File: src/rtl/core/cmpf_pkg.sv
// package for the cube map pixel to face unit: codes, widths and register indexes
`default_nettype none
package cmpf_pkg;
    localparam int COORD_BITS = 14;
    localparam int RES_BITS   = 13;
    localparam int FRAC_BITS  = 16;
    localparam int FACE_BITS  = 3;
    localparam int OUT_BITS   = 16;
    localparam int CFG_IDX_BITS = 3;
    localparam int CFG_DATA_BITS = 13;
    localparam int NUM_REGS   = 8;

    typedef enum logic [FACE_BITS-1:0] {
        FACE_FRONT  = 3'd0,
        FACE_BACK   = 3'd1,
        FACE_LEFT   = 3'd2,
        FACE_RIGHT  = 3'd3,
        FACE_TOP    = 3'd4,
        FACE_BOTTOM = 3'd5,
        FACE_NONE   = 3'd6
    } t_face;

    typedef enum logic [CFG_IDX_BITS-1:0] {
        REG_RES_FRONT  = 3'd0,
        REG_RES_BACK   = 3'd1,
        REG_RES_LEFT   = 3'd2,
        REG_RES_RIGHT  = 3'd3,
        REG_RES_TOP    = 3'd4,
        REG_RES_BOTTOM = 3'd5,
        REG_COL_WIDTH  = 3'd6,
        REG_BAND_HT    = 3'd7
    } t_reg_idx;

    localparam logic [RES_BITS-1:0] RES_RESET = RES_BITS'(512);
endpackage
`default_nettype wire

File: src/rtl/core/cmpf_geom.sv
// face geometry: start coordinates of the six faces from the configuration registers
`default_nettype none
module cmpf_geom #(
    parameter int RES_BITS = cmpf_pkg::RES_BITS
) (
    input  wire logic                i_clk,
    input  wire logic                i_rst_n,
    input  wire logic                i_cfg_valid,
    output logic                     o_cfg_ready,
    input  wire logic [cmpf_pkg::CFG_IDX_BITS-1:0] i_cfg_index,
    input  wire logic [RES_BITS-1:0] i_cfg_data,
    output logic                     o_busy,
    output logic [6*RES_BITS-1:0]    o_res,
    output logic [6*(RES_BITS+2)-1:0] o_si,
    output logic [6*(RES_BITS+2)-1:0] o_sj
);
    localparam int SW = RES_BITS + 2;

    logic [RES_BITS-1:0] r_res [6];
    logic [RES_BITS-1:0] r_col, r_band;
    logic [SW-1:0] r_si [6];
    logic [SW-1:0] r_sj [6];
    logic [SW-1:0] n_si [6];
    logic [SW-1:0] n_sj [6];
    logic [RES_BITS-1:0] w_data;
    logic r_busy;

    function automatic logic [RES_BITS-1:0] margin(input logic [RES_BITS-1:0] span,
                                                   input logic [RES_BITS-1:0] res);
        logic [RES_BITS-1:0] d;
        begin
            d = span - res;
            margin = (span > res) ? {1'b0, d[RES_BITS-1:1]} : '0;
        end
    endfunction

    assign o_cfg_ready = 1'b1;
    assign w_data = RES_BITS'(i_cfg_data);

    always_ff @(posedge i_clk) begin
        if (!i_rst_n) begin
            for (int k = 0; k < 6; k++) r_res[k] <= cmpf_pkg::RES_RESET;
            r_col  <= cmpf_pkg::RES_RESET;
            r_band <= cmpf_pkg::RES_RESET;
        end else if (i_cfg_valid) begin
            unique case (cmpf_pkg::t_reg_idx'(i_cfg_index))
                cmpf_pkg::REG_RES_FRONT:  r_res[cmpf_pkg::FACE_FRONT]  <= w_data;
                cmpf_pkg::REG_RES_BACK:   r_res[cmpf_pkg::FACE_BACK]   <= w_data;
                cmpf_pkg::REG_RES_LEFT:   r_res[cmpf_pkg::FACE_LEFT]   <= w_data;
                cmpf_pkg::REG_RES_RIGHT:  r_res[cmpf_pkg::FACE_RIGHT]  <= w_data;
                cmpf_pkg::REG_RES_TOP:    r_res[cmpf_pkg::FACE_TOP]    <= w_data;
                cmpf_pkg::REG_RES_BOTTOM: r_res[cmpf_pkg::FACE_BOTTOM] <= w_data;
                cmpf_pkg::REG_COL_WIDTH:  r_col  <= w_data;
                cmpf_pkg::REG_BAND_HT:    r_band <= w_data;
                default: ;
            endcase
        end
    end

    // starts lag the registers, settling in the cycle after a write
    always_ff @(posedge i_clk) begin
        if (!i_rst_n) r_busy <= 1'b0;
        else r_busy <= i_cfg_valid;
    end
    assign o_busy = r_busy;

    always_comb begin
        logic [SW-1:0] l, t, c, b;
        l = SW'(r_res[cmpf_pkg::FACE_LEFT]);
        t = SW'(r_res[cmpf_pkg::FACE_TOP]);
        c = SW'(r_col);
        b = SW'(r_band);
        n_si[cmpf_pkg::FACE_LEFT]   = '0;
        n_sj[cmpf_pkg::FACE_LEFT]   = t + SW'(margin(r_band, r_res[cmpf_pkg::FACE_LEFT]));
        n_si[cmpf_pkg::FACE_TOP]    = l + SW'(margin(r_col, r_res[cmpf_pkg::FACE_TOP]));
        n_sj[cmpf_pkg::FACE_TOP]    = '0;
        n_si[cmpf_pkg::FACE_FRONT]  = l;
        n_sj[cmpf_pkg::FACE_FRONT]  = t + SW'(margin(r_band, r_res[cmpf_pkg::FACE_FRONT]));
        n_si[cmpf_pkg::FACE_BOTTOM] = l + SW'(margin(r_col, r_res[cmpf_pkg::FACE_BOTTOM]));
        n_sj[cmpf_pkg::FACE_BOTTOM] = t + b;
        n_si[cmpf_pkg::FACE_RIGHT]  = l + c;
        n_sj[cmpf_pkg::FACE_RIGHT]  = t + SW'(margin(r_band, r_res[cmpf_pkg::FACE_RIGHT]));
        n_si[cmpf_pkg::FACE_BACK]   = l + c + SW'(r_res[cmpf_pkg::FACE_RIGHT]);
        n_sj[cmpf_pkg::FACE_BACK]   = t + SW'(margin(r_band, r_res[cmpf_pkg::FACE_BACK]));
    end

    // starts are registered; input stalls for the cycle after a write
    always_ff @(posedge i_clk) begin
        for (int k = 0; k < 6; k++) begin
            r_si[k] <= n_si[k];
            r_sj[k] <= n_sj[k];
        end
    end

    always_comb begin
        for (int k = 0; k < 6; k++) begin
            o_res[k*RES_BITS +: RES_BITS] = r_res[k];
            o_si[k*SW +: SW] = r_si[k];
            o_sj[k*SW +: SW] = r_sj[k];
        end
    end
endmodule
`default_nettype wire

File: src/rtl/core/cmpf_div.sv
// pipelined restoring divider: one quotient bit per stage, stall-aware
`default_nettype none
module cmpf_div #(
    parameter int NUM_W  = 16,
    parameter int DEN_W  = 13,
    parameter int QUO_W  = 16,
    parameter int TAG_W  = 3
) (
    input  wire logic             i_clk,
    input  wire logic             i_rst_n,
    input  wire logic             i_adv,
    input  wire logic             i_valid,
    input  wire logic [NUM_W-1:0] i_num,
    input  wire logic [DEN_W-1:0] i_den,
    input  wire logic [TAG_W-1:0] i_tag,
    output logic                  o_valid,
    output logic [QUO_W-1:0]      o_quo,
    output logic [TAG_W-1:0]      o_tag
);
    // remainder stays below den, so DEN_W+1 bits hold it; the trial adds a sign bit
    localparam int RW = DEN_W + 1;

    logic             r_v   [QUO_W+1];
    logic [RW-1:0]    r_rem [QUO_W+1];
    logic [DEN_W-1:0] r_den [QUO_W+1];
    logic [QUO_W-1:0] r_q   [QUO_W+1];
    logic [TAG_W-1:0] r_tag [QUO_W+1];

    // numerator is below den, so it is the first remainder
    always_comb begin
        r_v[0]   = i_valid;
        r_rem[0] = RW'(i_num);
        r_den[0] = i_den;
        r_q[0]   = '0;
        r_tag[0] = i_tag;
    end

    for (genvar s = 0; s < QUO_W; s++) begin : g_st
        logic [RW:0] w_sh;
        logic [RW:0] w_df;
        // numerator is off << QUO_W, so only zeros shift in
        always_comb begin
            w_sh  = {r_rem[s], 1'b0};
            w_df  = w_sh - {2'b0, r_den[s]};
        end
        always_ff @(posedge i_clk) begin
            if (!i_rst_n) r_v[s+1] <= 1'b0;
            else if (i_adv) r_v[s+1] <= r_v[s];
        end
        always_ff @(posedge i_clk) begin
            if (i_adv) begin
                r_rem[s+1] <= w_df[RW] ? w_sh[RW-1:0] : w_df[RW-1:0];
                r_q[s+1]   <= {r_q[s][QUO_W-2:0], ~w_df[RW]};
                r_den[s+1] <= r_den[s];
                r_tag[s+1] <= r_tag[s];
            end
        end
    end

    assign o_valid = r_v[QUO_W];
    assign o_quo   = r_q[QUO_W];
    assign o_tag   = r_tag[QUO_W];
endmodule
`default_nettype wire

File: src/rtl/core/cube_map_pixel_to_face_unit.sv
// top level of the cube map pixel to face unit
`default_nettype none
// Maps one packed cube-map pixel coordinate per clock, while not stalled, to
// its face code and a Q0.FRAC_BITS offset inside the face. The pipeline takes
// a request every cycle unless o_stall is high. It has one stage for the face
// search, one for the offset, then one quotient bit per stage in each of the two
// restoring dividers. i_stall from the consumer freezes the whole pipeline
// while a result is held and is passed back as o_stall. Configuration writes
// are always ready; the face starts settle in the cycle after a write, and
// o_stall is high for that cycle. Write only while no request is in flight.
module cube_map_pixel_to_face_unit #(
    parameter int COORD_BITS = cmpf_pkg::COORD_BITS,
    parameter int RES_BITS   = cmpf_pkg::RES_BITS,
    parameter int FRAC_BITS  = cmpf_pkg::FRAC_BITS
) (
    input  wire logic                  i_clk,
    input  wire logic                  i_rst_n,
    input  wire logic                  i_valid,
    output logic                       o_stall,
    input  wire logic [COORD_BITS-1:0] i_pixel_i,
    input  wire logic [COORD_BITS-1:0] i_pixel_j,
    output logic                       o_valid,
    input  wire logic                  i_stall,
    output logic [cmpf_pkg::FACE_BITS-1:0] o_face_code,
    output logic [cmpf_pkg::OUT_BITS-1:0]  o_norm_u,
    output logic [cmpf_pkg::OUT_BITS-1:0]  o_norm_v,
    input  wire logic                  i_cfg_valid,
    output logic                       o_cfg_ready,
    input  wire logic [cmpf_pkg::CFG_IDX_BITS-1:0]  i_cfg_index,
    input  wire logic [RES_BITS-1:0]   i_cfg_data
);
    localparam int SW = RES_BITS + 2;
    localparam int EW = (COORD_BITS > SW ? COORD_BITS : SW) + 1;
    localparam int FB = cmpf_pkg::FACE_BITS;

    logic [6*RES_BITS-1:0] w_res;
    logic [6*SW-1:0] w_si, w_sj;
    logic w_adv;
    logic w_busy;

    cmpf_geom #(.RES_BITS(RES_BITS)) u_geom (
        .i_clk(i_clk), .i_rst_n(i_rst_n),
        .i_cfg_valid(i_cfg_valid), .o_cfg_ready(o_cfg_ready),
        .i_cfg_index(i_cfg_index), .i_cfg_data(i_cfg_data), .o_busy(w_busy),
        .o_res(w_res), .o_si(w_si), .o_sj(w_sj)
    );

    // output register holds; whole pipe advances unless result is held
    assign w_adv   = !(o_valid && i_stall);
    assign o_stall = !w_adv || w_busy;

    // stage 1: face search
    logic [5:0] w_hit;
    logic [FB-1:0] n_face;
    logic r1_v;
    logic [FB-1:0] r1_face;
    logic [COORD_BITS-1:0] r1_pi, r1_pj;

    always_comb begin
        for (int k = 0; k < 6; k++) begin
            logic [EW-1:0] p, q, s, t, r;
            p = EW'(i_pixel_i);
            q = EW'(i_pixel_j);
            s = EW'(w_si[k*SW +: SW]);
            t = EW'(w_sj[k*SW +: SW]);
            r = EW'(w_res[k*RES_BITS +: RES_BITS]);
            w_hit[k] = (p >= s) && (p < s + r) && (q >= t) && (q < t + r);
        end
        priority if (w_hit[cmpf_pkg::FACE_LEFT])   n_face = cmpf_pkg::FACE_LEFT;
        else if (w_hit[cmpf_pkg::FACE_TOP])        n_face = cmpf_pkg::FACE_TOP;
        else if (w_hit[cmpf_pkg::FACE_FRONT])      n_face = cmpf_pkg::FACE_FRONT;
        else if (w_hit[cmpf_pkg::FACE_BOTTOM])     n_face = cmpf_pkg::FACE_BOTTOM;
        else if (w_hit[cmpf_pkg::FACE_RIGHT])      n_face = cmpf_pkg::FACE_RIGHT;
        else if (w_hit[cmpf_pkg::FACE_BACK])       n_face = cmpf_pkg::FACE_BACK;
        else                                        n_face = cmpf_pkg::FACE_NONE;
    end

    always_ff @(posedge i_clk) begin
        if (!i_rst_n) r1_v <= 1'b0;
        else if (w_adv) r1_v <= i_valid && !w_busy;
    end
    always_ff @(posedge i_clk) begin
        if (w_adv) begin
            r1_face <= n_face;
            r1_pi   <= i_pixel_i;
            r1_pj   <= i_pixel_j;
        end
    end

    // stage 2: offsets and divisor select
    logic r2_v;
    logic [FB-1:0] r2_face;
    logic [RES_BITS-1:0] r2_ou, r2_ov, r2_den;

    always_ff @(posedge i_clk) begin
        if (!i_rst_n) r2_v <= 1'b0;
        else if (w_adv) r2_v <= r1_v;
    end
    always_ff @(posedge i_clk) begin
        if (w_adv) begin
            r2_face <= r1_face;
            if (r1_face == cmpf_pkg::FACE_NONE) begin
                r2_ou  <= '0;
                r2_ov  <= '0;
                r2_den <= RES_BITS'(1);
            end else begin
                // offset is below res, so it fits in RES_BITS
                r2_ou  <= RES_BITS'(EW'(r1_pi) - EW'(w_si[r1_face*SW +: SW]));
                r2_ov  <= RES_BITS'(EW'(r1_pj) - EW'(w_sj[r1_face*SW +: SW]));
                r2_den <= w_res[r1_face*RES_BITS +: RES_BITS];
            end
        end
    end

    logic w_du_v, w_dv_v;
    logic [FRAC_BITS-1:0] w_qu, w_qv;
    logic [FB-1:0] w_face_u, w_face_v;

    cmpf_div #(.NUM_W(RES_BITS), .DEN_W(RES_BITS), .QUO_W(FRAC_BITS), .TAG_W(FB)) u_div_u (
        .i_clk(i_clk), .i_rst_n(i_rst_n), .i_adv(w_adv),
        .i_valid(r2_v), .i_num(r2_ou), .i_den(r2_den), .i_tag(r2_face),
        .o_valid(w_du_v), .o_quo(w_qu), .o_tag(w_face_u)
    );
    cmpf_div #(.NUM_W(RES_BITS), .DEN_W(RES_BITS), .QUO_W(FRAC_BITS), .TAG_W(FB)) u_div_v (
        .i_clk(i_clk), .i_rst_n(i_rst_n), .i_adv(w_adv),
        .i_valid(r2_v), .i_num(r2_ov), .i_den(r2_den), .i_tag(r2_face),
        .o_valid(w_dv_v), .o_quo(w_qv), .o_tag(w_face_v)
    );

    assign o_valid     = w_du_v;
    assign o_face_code = w_face_u;
    assign o_norm_u    = cmpf_pkg::OUT_BITS'(w_qu);
    assign o_norm_v    = cmpf_pkg::OUT_BITS'(w_qv);

`ifndef SYNTH
    a_lanes_agree: assert property (@(posedge i_clk) disable iff (!i_rst_n)
        (w_du_v == w_dv_v) && (!w_du_v || w_face_u == w_face_v))
        else $error("divider lanes out of step");
    a_none_zero: assert property (@(posedge i_clk) disable iff (!i_rst_n)
        (o_valid && o_face_code == cmpf_pkg::FACE_NONE) |-> (o_norm_u == '0 && o_norm_v == '0))
        else $error("no-face result with nonzero coordinates");
    a_hold: assert property (@(posedge i_clk) disable iff (!i_rst_n)
        (o_valid && i_stall) |=> (o_valid && $stable(o_norm_u) && $stable(o_face_code)))
        else $error("held result changed");
`endif
endmodule
`default_nettype wire
File: config.mk
export PLATFORM = sky130hd
export DESIGN_NAME = cube_map_pixel_to_face_unit
export DESIGN_NICKNAME = d
export VERILOG_FILES = /design/src/rtl/core/cmpf_pkg.sv /design/src/rtl/core/cmpf_geom.sv /design/src/rtl/core/cmpf_div.sv /design/src/rtl/core/cube_map_pixel_to_face_unit.sv
export SDC_FILE = /design/constraint.sdc
export NUM_CORES = 2
export LEC_CHECK = 0
export BUFFER_PORTS_ARGS = -buffer_cell sky130_fd_sc_hd__buf_2
export CORE_ASPECT_RATIO = 1.4
export CORE_MARGIN = 5
export CORE_UTILIZATION = 65
export DETAILED_ROUTE_END_ITERATION = 10
export PLACE_DENSITY = 0.82
export SETUP_SLACK_MARGIN = 0.4
export SLEW_MARGIN = 15
export SYNTH_ARGS = -nofsm -noshare
export SYNTH_HDL_FRONTEND = slang
export SYNTH_SLANG_ARGS = --single-unit
File: constraint.sdc
create_clock -name i_clk -period 80.2 [get_ports i_clk]
set_input_delay 16.04 -clock i_clk [delete_from_list [all_inputs] [get_ports i_clk]]
set_output_delay 16.04 -clock i_clk [all_outputs]
set_load 0.005 [all_outputs]
### Word-level counts from Yosys, hierarchy flattened

Memory sizes are Yosys's and may differ from the RTL's.
Cells that the tools add are included.

| operators by class | value |
|---|---|
| magnitude comparators | 30 |
| equality and inequality tests | 8 |
| add/subtract/negate cells | 61 |
| reduce and logical (&&, ||, !) cells | 26 |
| divide/modulo/power cells | 0 |
| bitwise operators | 38 |
| multiplexer cells | 72 |
| shift operators | 3 |
| multipliers | 2 |

Operators with widths:

| cell | number |
|---|---|
| $sub 15x13->15 | 30 |
| $mux 14 | 30 |
| $add 15x13->16 | 12 |
| $lt 14x16->1 | 12 |
| $ge 14x15->1 | 12 |
| $shiftx 90x8->13 | 2 |
| $add 13x13->14 | 8 |
| $sub 13x13->13 | 8 |
| $gt 13x13->1 | 6 |
| $mux 13 | 6 |
| $shiftx 78x8->13 | 1 |
| $mux 12 | 6 |
| $not 1->1 | 32 |
| $sub 14x13->15 | 2 |
| $mux 1 | 25 |
| $logic_and 1x1->1 | 20 |
| $add 15x13->15 | 1 |
| $eq 3x3->1 const B | 5 |
| $mux 3 | 5 |
| $mul 3x4->7 const B | 2 |
| $eq 3x2->1 const B | 2 |
| $or 1x1->1 | 6 |
| $reduce_and 2->1 | 2 |
| $eq 3x1->1 const B | 1 |
| 4 further kinds | 4 |

| storage, ports and cells | value |
|---|---|
| ROM bits | 0 |
| bits in writable memories | 252 |
| latch bits | 0 |
| output and inout bits | 38 |
| bits of input ports | 49 |
| memories kept | 3 |
| register bits | 1051 |
| word-level logic and storage cells | 395 |

Memories:

| name | depth | width | read ports | clocked after Yosys merged registers in | wr ports | RTL line | source |
|---|---|---|---|---|---|---|---|
| u_geom.r_si | 6 | 15 | 6 | 0 | 6 | cmpf_geom.sv:21 | `logic [SW-1:0] r_si [6];` |
| u_geom.r_sj | 6 | 14 | 6 | 0 | 6 | cmpf_geom.sv:22 | `logic [SW-1:0] r_sj [6];` |
| u_geom.r_res | 6 | 13 | 6 | 0 | 6 | cmpf_geom.sv:19 | `logic [RES_BITS-1:0] r_res [6];` |

### Longest topological paths before layout

An unclocked memory read counts as a cell.

| logic depth | value |
|---|---|
| depth after elaboration | 11 |
| mapped depth | 24 |
| mapped depth without buffers | 23 |

### By module

From an unflattened synthesis, not the netlist that was laid out.

| unflattened totals | value |
|---|---|
| cell total of the unflattened synthesis | 8786 |
| area, all modules | 97094.4 µm² |

Modules (own cells, without submodules):

| module | cells an instance | sequential area each (µm²) | area each (µm²) | times used |
|---|---|---|---|---|
| cmpf_div at u_div_u | 2393 | 18007.3 | 30877.1 | 1 |
| cmpf_div at u_div_v | 2306 | 18007.3 | 30429.2 | 1 |
| cube_map_pixel_to_face_unit | 2324 | 2172.1 | 19643.8 | 1 |
| cmpf_geom | 1763 | 5685.5 | 16144.2 | 1 |

### Least setup slack after synthesis

OpenSTA, ideal clock, no wires.

| timing path | value |
|---|---|
| path type | input -> register |
| start point | input i_stall |
| end point | register r1_face[0], enable pin |
| setup time | 1.761 ns |
| stages | 4 |
| data arrival time | 43.707 ns |
| setup slack | 34.732 ns |
| data required time | 78.439 ns |
| path buffers | 2 |
| path through | and2_1 -> clkbuf_1 -> clkinv_1 -> clkbuf_1 |

| on the way | value |
|---|---|
| word-level cells in the longest chain between the ends | 1 |

RTL lines:

| element | RTL line | source |
|---|---|---|
| start: declaration | cube_map_pixel_to_face_unit.sv:23 | `input wire logic i_stall,` |
| $logic_and 1x1->1 | cube_map_pixel_to_face_unit.sv:49 | `assign w_adv = !(o_valid && i_stall);` |
| end signal: assignment | cube_map_pixel_to_face_unit.sv:84 | `r1_face <= n_face;` |
| end: declaration | cube_map_pixel_to_face_unit.sv:56 | `logic [FB-1:0] r1_face;` |

No other way between the ends.
A chain may end at the register's enable or synchronous reset.

### Worst setup path after layout

| timing path | value |
|---|---|
| start point | input i_stall |
| end point | output o_stall |

| on the way | value |
|---|---|
| word-level cells in the longest chain between the ends | 2 |

RTL lines:

| element | RTL line | source |
|---|---|---|
| $logic_and 1x1->1 | cube_map_pixel_to_face_unit.sv:49 |  |
| $logic_or 1x1->1 | cube_map_pixel_to_face_unit.sv:50 | `assign o_stall = !w_adv \|\| w_busy;` |
| end: declaration | cube_map_pixel_to_face_unit.sv:19 | `output logic o_stall,` |

No other way between the ends.

==> summary.txt <==
Finish
  • Area growth from synthesis to layout: 8.05%
  • Share of cells above drive strength 1: 9.91%
  • Nets@finish: 9220

Timing
  • Minimum clock period: 33500 ps
  • TNS Setup: 0 ps
  • Clock skew: slightly above 30 ps
  • Fin crit share: 41.8%
  • Max Slew Vio Count: 0
  • Actual slew at the worst max-slew pin: 1210 ps
  • Min setup slack post-route: around 47000 ps
  • Hold_ws: 391 ps
  • Maximum clock rate: 29.9 MHz
  • RSZ-0062 raised after global routing: false
  • Worst rel slew slack: 18.8%
  • Final Hold Fails: 0
  • Final setup violation count: 0

Synthesis
  • Netlist cell types: 99
  • Cells after Synth: 7931
  • Async SR Flop Fraction: 0%
  • Area leader, netlist: edfxtp_1
  • Mux cell area share after synthesis: about 6.4%
  • Synth Area in XOR/XNOR: about 5.6%
  • Post-Synth Simple-Gate Area: 11.7%
  • Syn Area/Cell: 10.8 µm²
  • Area fraction of the dominant cell type after synthesis: 38.0%
  • Synth Area in Compound Gates: 13.7%
  • EDFF count, synth: between 1000 and 1500
  • Top_reg_cell synth: edfxtp_1
  • Post-Synth Adder-Cell Area: about 16%
  • Syn Nets: between 9000 and 10000
  • Ys Warns: 0
  • Mapped cell area: about 86000 µm²
  • Largest family of logic cells by synthesized area: adder cells
  • Register area share after synthesis: 42.3%
  • Yosys reg bits: 1269
  • Synth area leaders: edfxtp_1, ha_1, dfxtp_1

Clock tree
  • Cts bufs inserted: 130
  • Worst-path clk slew: around 60 ps
  • Worst-Skew Late Latency: 800 ps
  • PostCTS Resize Cnt: 0
  • Clock sinks: between 1000 and 1500
  • Clk buf depth: 3
  • CTS H-tree depth: 4
  • Post-CTS setup buffer count: 0
  • Hold Buf Count CTS: 0
  • Clock root buffer: clkbuf_16
  • CTS tree: built

Global routing
  • Global Route Usage Sum: 33.6%
  • Vias in the first global route: 62200
  • First-pass GRT wire length: 356 mm
  • Initial antenna violation count: 5
  • Grt ovf: 0
  • Largest net degree at the start of global routing: 192

Setup path
  • Crit-path cells: buf_2, and2_1, inv_8, nand2b_1, buf_2
  • R2R Path Start: u_geom.r_res[0][66]
  • WS Path Type: in2out
  • Most common cell on crit path: buf_2
  • Critical Path Sink Type: output pin
  • CP max stage cell: and2_1
  • CP required: 64160 ps
  • Worst path max stage delay: about 630 ps
  • Worst reg-to-reg setup slack: between 70000 and 80000 ps
  • FF-to-FF End: u_geom.r_si[5][12]
  • R2R depth: 23
  • Crit Path Max Fanout: 85
  • Critical path data arrival time: 17460 ps
  • Startpoint Class: primary input

Routing
  • Remaining DRCs: 0
  • Routed Antenna Nets: 0
  • First-pass DRT Iterations: 8
  • Aggregate routed wire length: 237 mm
  • DR vias/cell: 6.21
  • Routed WL per cell: approximately 24 µm
  • Via count: 61800
  • Initial DRC count: 4936

Placed design
  • Final GP Congestion: 1.04
  • DP Wirelength: 180 mm
  • PortBufs: 85
  • Worst slack, placed: ~47000 ps

Worst hold path
  • Hold EP: u_div_v.r_q[149]
  • Worst hold path class: reg2reg
  • Worst Min Path Start: u_div_v.r_q[164]
  • Worst Hold Depth: 0

Die
  • Die height: approximately 440 µm
  • Die extent in x: about 320 µm
  • CORE AREA: 131000 µm²
  • Top Ports: 87
  • Initial Utilization: 65.4%
  • FP Rows: between 150 and 200
  • Die area: approximately 140000 µm²

Power and ir drop
  • Pleak: 39.1 nW
  • Worst vdd ir: about 28 µV
  • Power density cells: slightly above 50 nW/µm²

Outcome
  • Status: complete, no violations

Run
  • Maxcap violations: 0
==> logic make-up after synthesis <==
group	Yosys count
xor+xnor	524
fa+ha+maj	1077
buf+inv	841
flops	1269
compound gates	1750
simple gates	2045
other cells	1
mux	424
==> metal layers <==
| metal | track usage [%] | wire, µm | vias up |
|---|---|---|---|
| li1 | - | - | 29300 |
| met1 | 36.2 | 85300 | 29700 |
| met2 | 58.5 | 116000 | 1928 |
| met3 | 4.98 | 11800 | 783 |
| met4 | 27.0 | 24100 | 2 |
| met5 | 0 | 20 | - |
==> placed cells by master (no fill, tap or decap), drive strengths merged, types with 38 or more instances in the layout <==
cell,Yosys,layout
or3,96,96
nand4,39,39
edfxtp,1084,1084
ha,1020,1020
xnor2,349,349
o21bai,46,46
dfxtp,185,185
and2,123,123
or2,41,41
and3,56,56
o21a,77,77
xor2,175,175
clkbuf,50,153
a21o,129,129
nor2,587,587
clkinv,2,50
buf,74,155
a221oi,38,38
nor3,235,235
o21ai,462,462
mux2i,89,89
fa,57,57
mux2,310,310
a211oi,82,82
a21oi,486,486
inv,715,725
nand2,383,383
nand3,138,138
nand2b,102,102
a21boi,119,119
nor2b,175,175
==> worst max-delay path, delay by kind of cell <==
family,cells,cell delay [ps]
buf+inv,3,580
simple gates,2,810
==> cell usage after synthesis (21+ instances only) <==
| library cell | instances |
|---|---|
| a211oi_1 | 80 |
| a21boi_0 | 118 |
| a21o_1 | 129 |
| a21oi_1 | 444 |
| a21oi_2 | 42 |
| a221oi_1 | 38 |
| a31oi_1 | 30 |
| and2_1 | 123 |
| and3_1 | 56 |
| buf_4 | 41 |
| buf_6 | 21 |
| clkbuf_1 | 50 |
| dfxtp_1 | 185 |
| edfxtp_1 | 1084 |
| fa_1 | 57 |
| ha_1 | 1020 |
| inv_1 | 714 |
| mux2_1 | 54 |
| mux2_2 | 123 |
| mux2_4 | 133 |
| mux2i_1 | 89 |
| mux4_2 | 25 |
| nand2_1 | 383 |
| nand2b_1 | 102 |
| nand3_1 | 138 |
| nand4_1 | 39 |
| nor2_1 | 587 |
| nor2b_1 | 174 |
| nor3_1 | 235 |
| o2111ai_1 | 22 |
| o21a_1 | 71 |
| o21ai_0 | 409 |
| o21ai_1 | 32 |
| o21ai_2 | 21 |
| o21bai_1 | 46 |
| o22ai_1 | 30 |
| o31ai_1 | 30 |
| or2_2 | 34 |
| or3_1 | 96 |
| xnor2_1 | 326 |
| xnor2_2 | 23 |
| xor2_1 | 173 |
==> cell type report <==
cell class,count,area [µm²]
Antenna cell,6,15.0
Clock buffer,153,3440
Clock inverter,80,985
Fill cell,9353,38300
Inverter,717,2700
Multi-Input combinational cell,5821,45900
Sequential cell,1269,36300
Tap cell,1749,2190
Timing Repair Buffer,155,976
==> flip-flops by register name, summed over array words and instances (netlist names), 13 cells and up <==
| name | flops |
|---|---|
| r1_pi | 13 |
| r1_pj | 13 |
| r2_den | 13 |
| r2_ou | 13 |
| r2_ov | 13 |
| u_div_u.g_st.w_sh | 210 |
| u_div_u.o_quo | 16 |
| u_div_u.r_den | 130 |
| u_div_u.r_q | 120 |
| u_div_u.r_tag | 45 |
| u_div_u.r_v | 15 |
| u_div_v.g_st.w_sh | 210 |
| u_div_v.o_quo | 16 |
| u_div_v.r_den | 65 |
| u_div_v.r_q | 120 |
| u_geom.r_band | 13 |
| u_geom.r_col | 13 |
| u_geom.r_res | 78 |
| u_geom.r_si | 70 |
| u_geom.r_sj | 70 |
==> per-stage QoR <==
stage	cell area [µm²]	total power [mW]	cells	util, %
after global routing	92500	5.03	9944	70.7
after floorplan	85600	3.40	7931	-
after CTS	92500	4.70	9944	70.7
final	92500	4.71	9950	70.7
after detailed placement	88000	4.03	9711	67.3
after global placement	88000	3.89	9711	67.3
==> power by group <==
part | leakage, nW | switching, mW | total, mW | internal [mW]
Sequential | 13.2 | 0.198 | 1.37 | 1.17
Combinational | 23.8 | 1.44 | 2.71 | 1.27
Clock | 2.13 | 0.275 | 0.631 | 0.356
==> how the worst max path moves through the flow <==
stage / from / to / slack (ps) / cells after the start
after floorplan: i_stall / r1_face[0] / 34730 / 4
after global placement: i_stall / o_stall / 46730 / 5
after detailed placement: i_stall / o_stall / 46710 / 5
after CTS: i_stall / o_stall / 46690 / 5
after global routing: i_stall / o_stall / 46600 / 5
final: i_stall / o_stall / 46700 / 5
(Power assumes the default switching activity.)
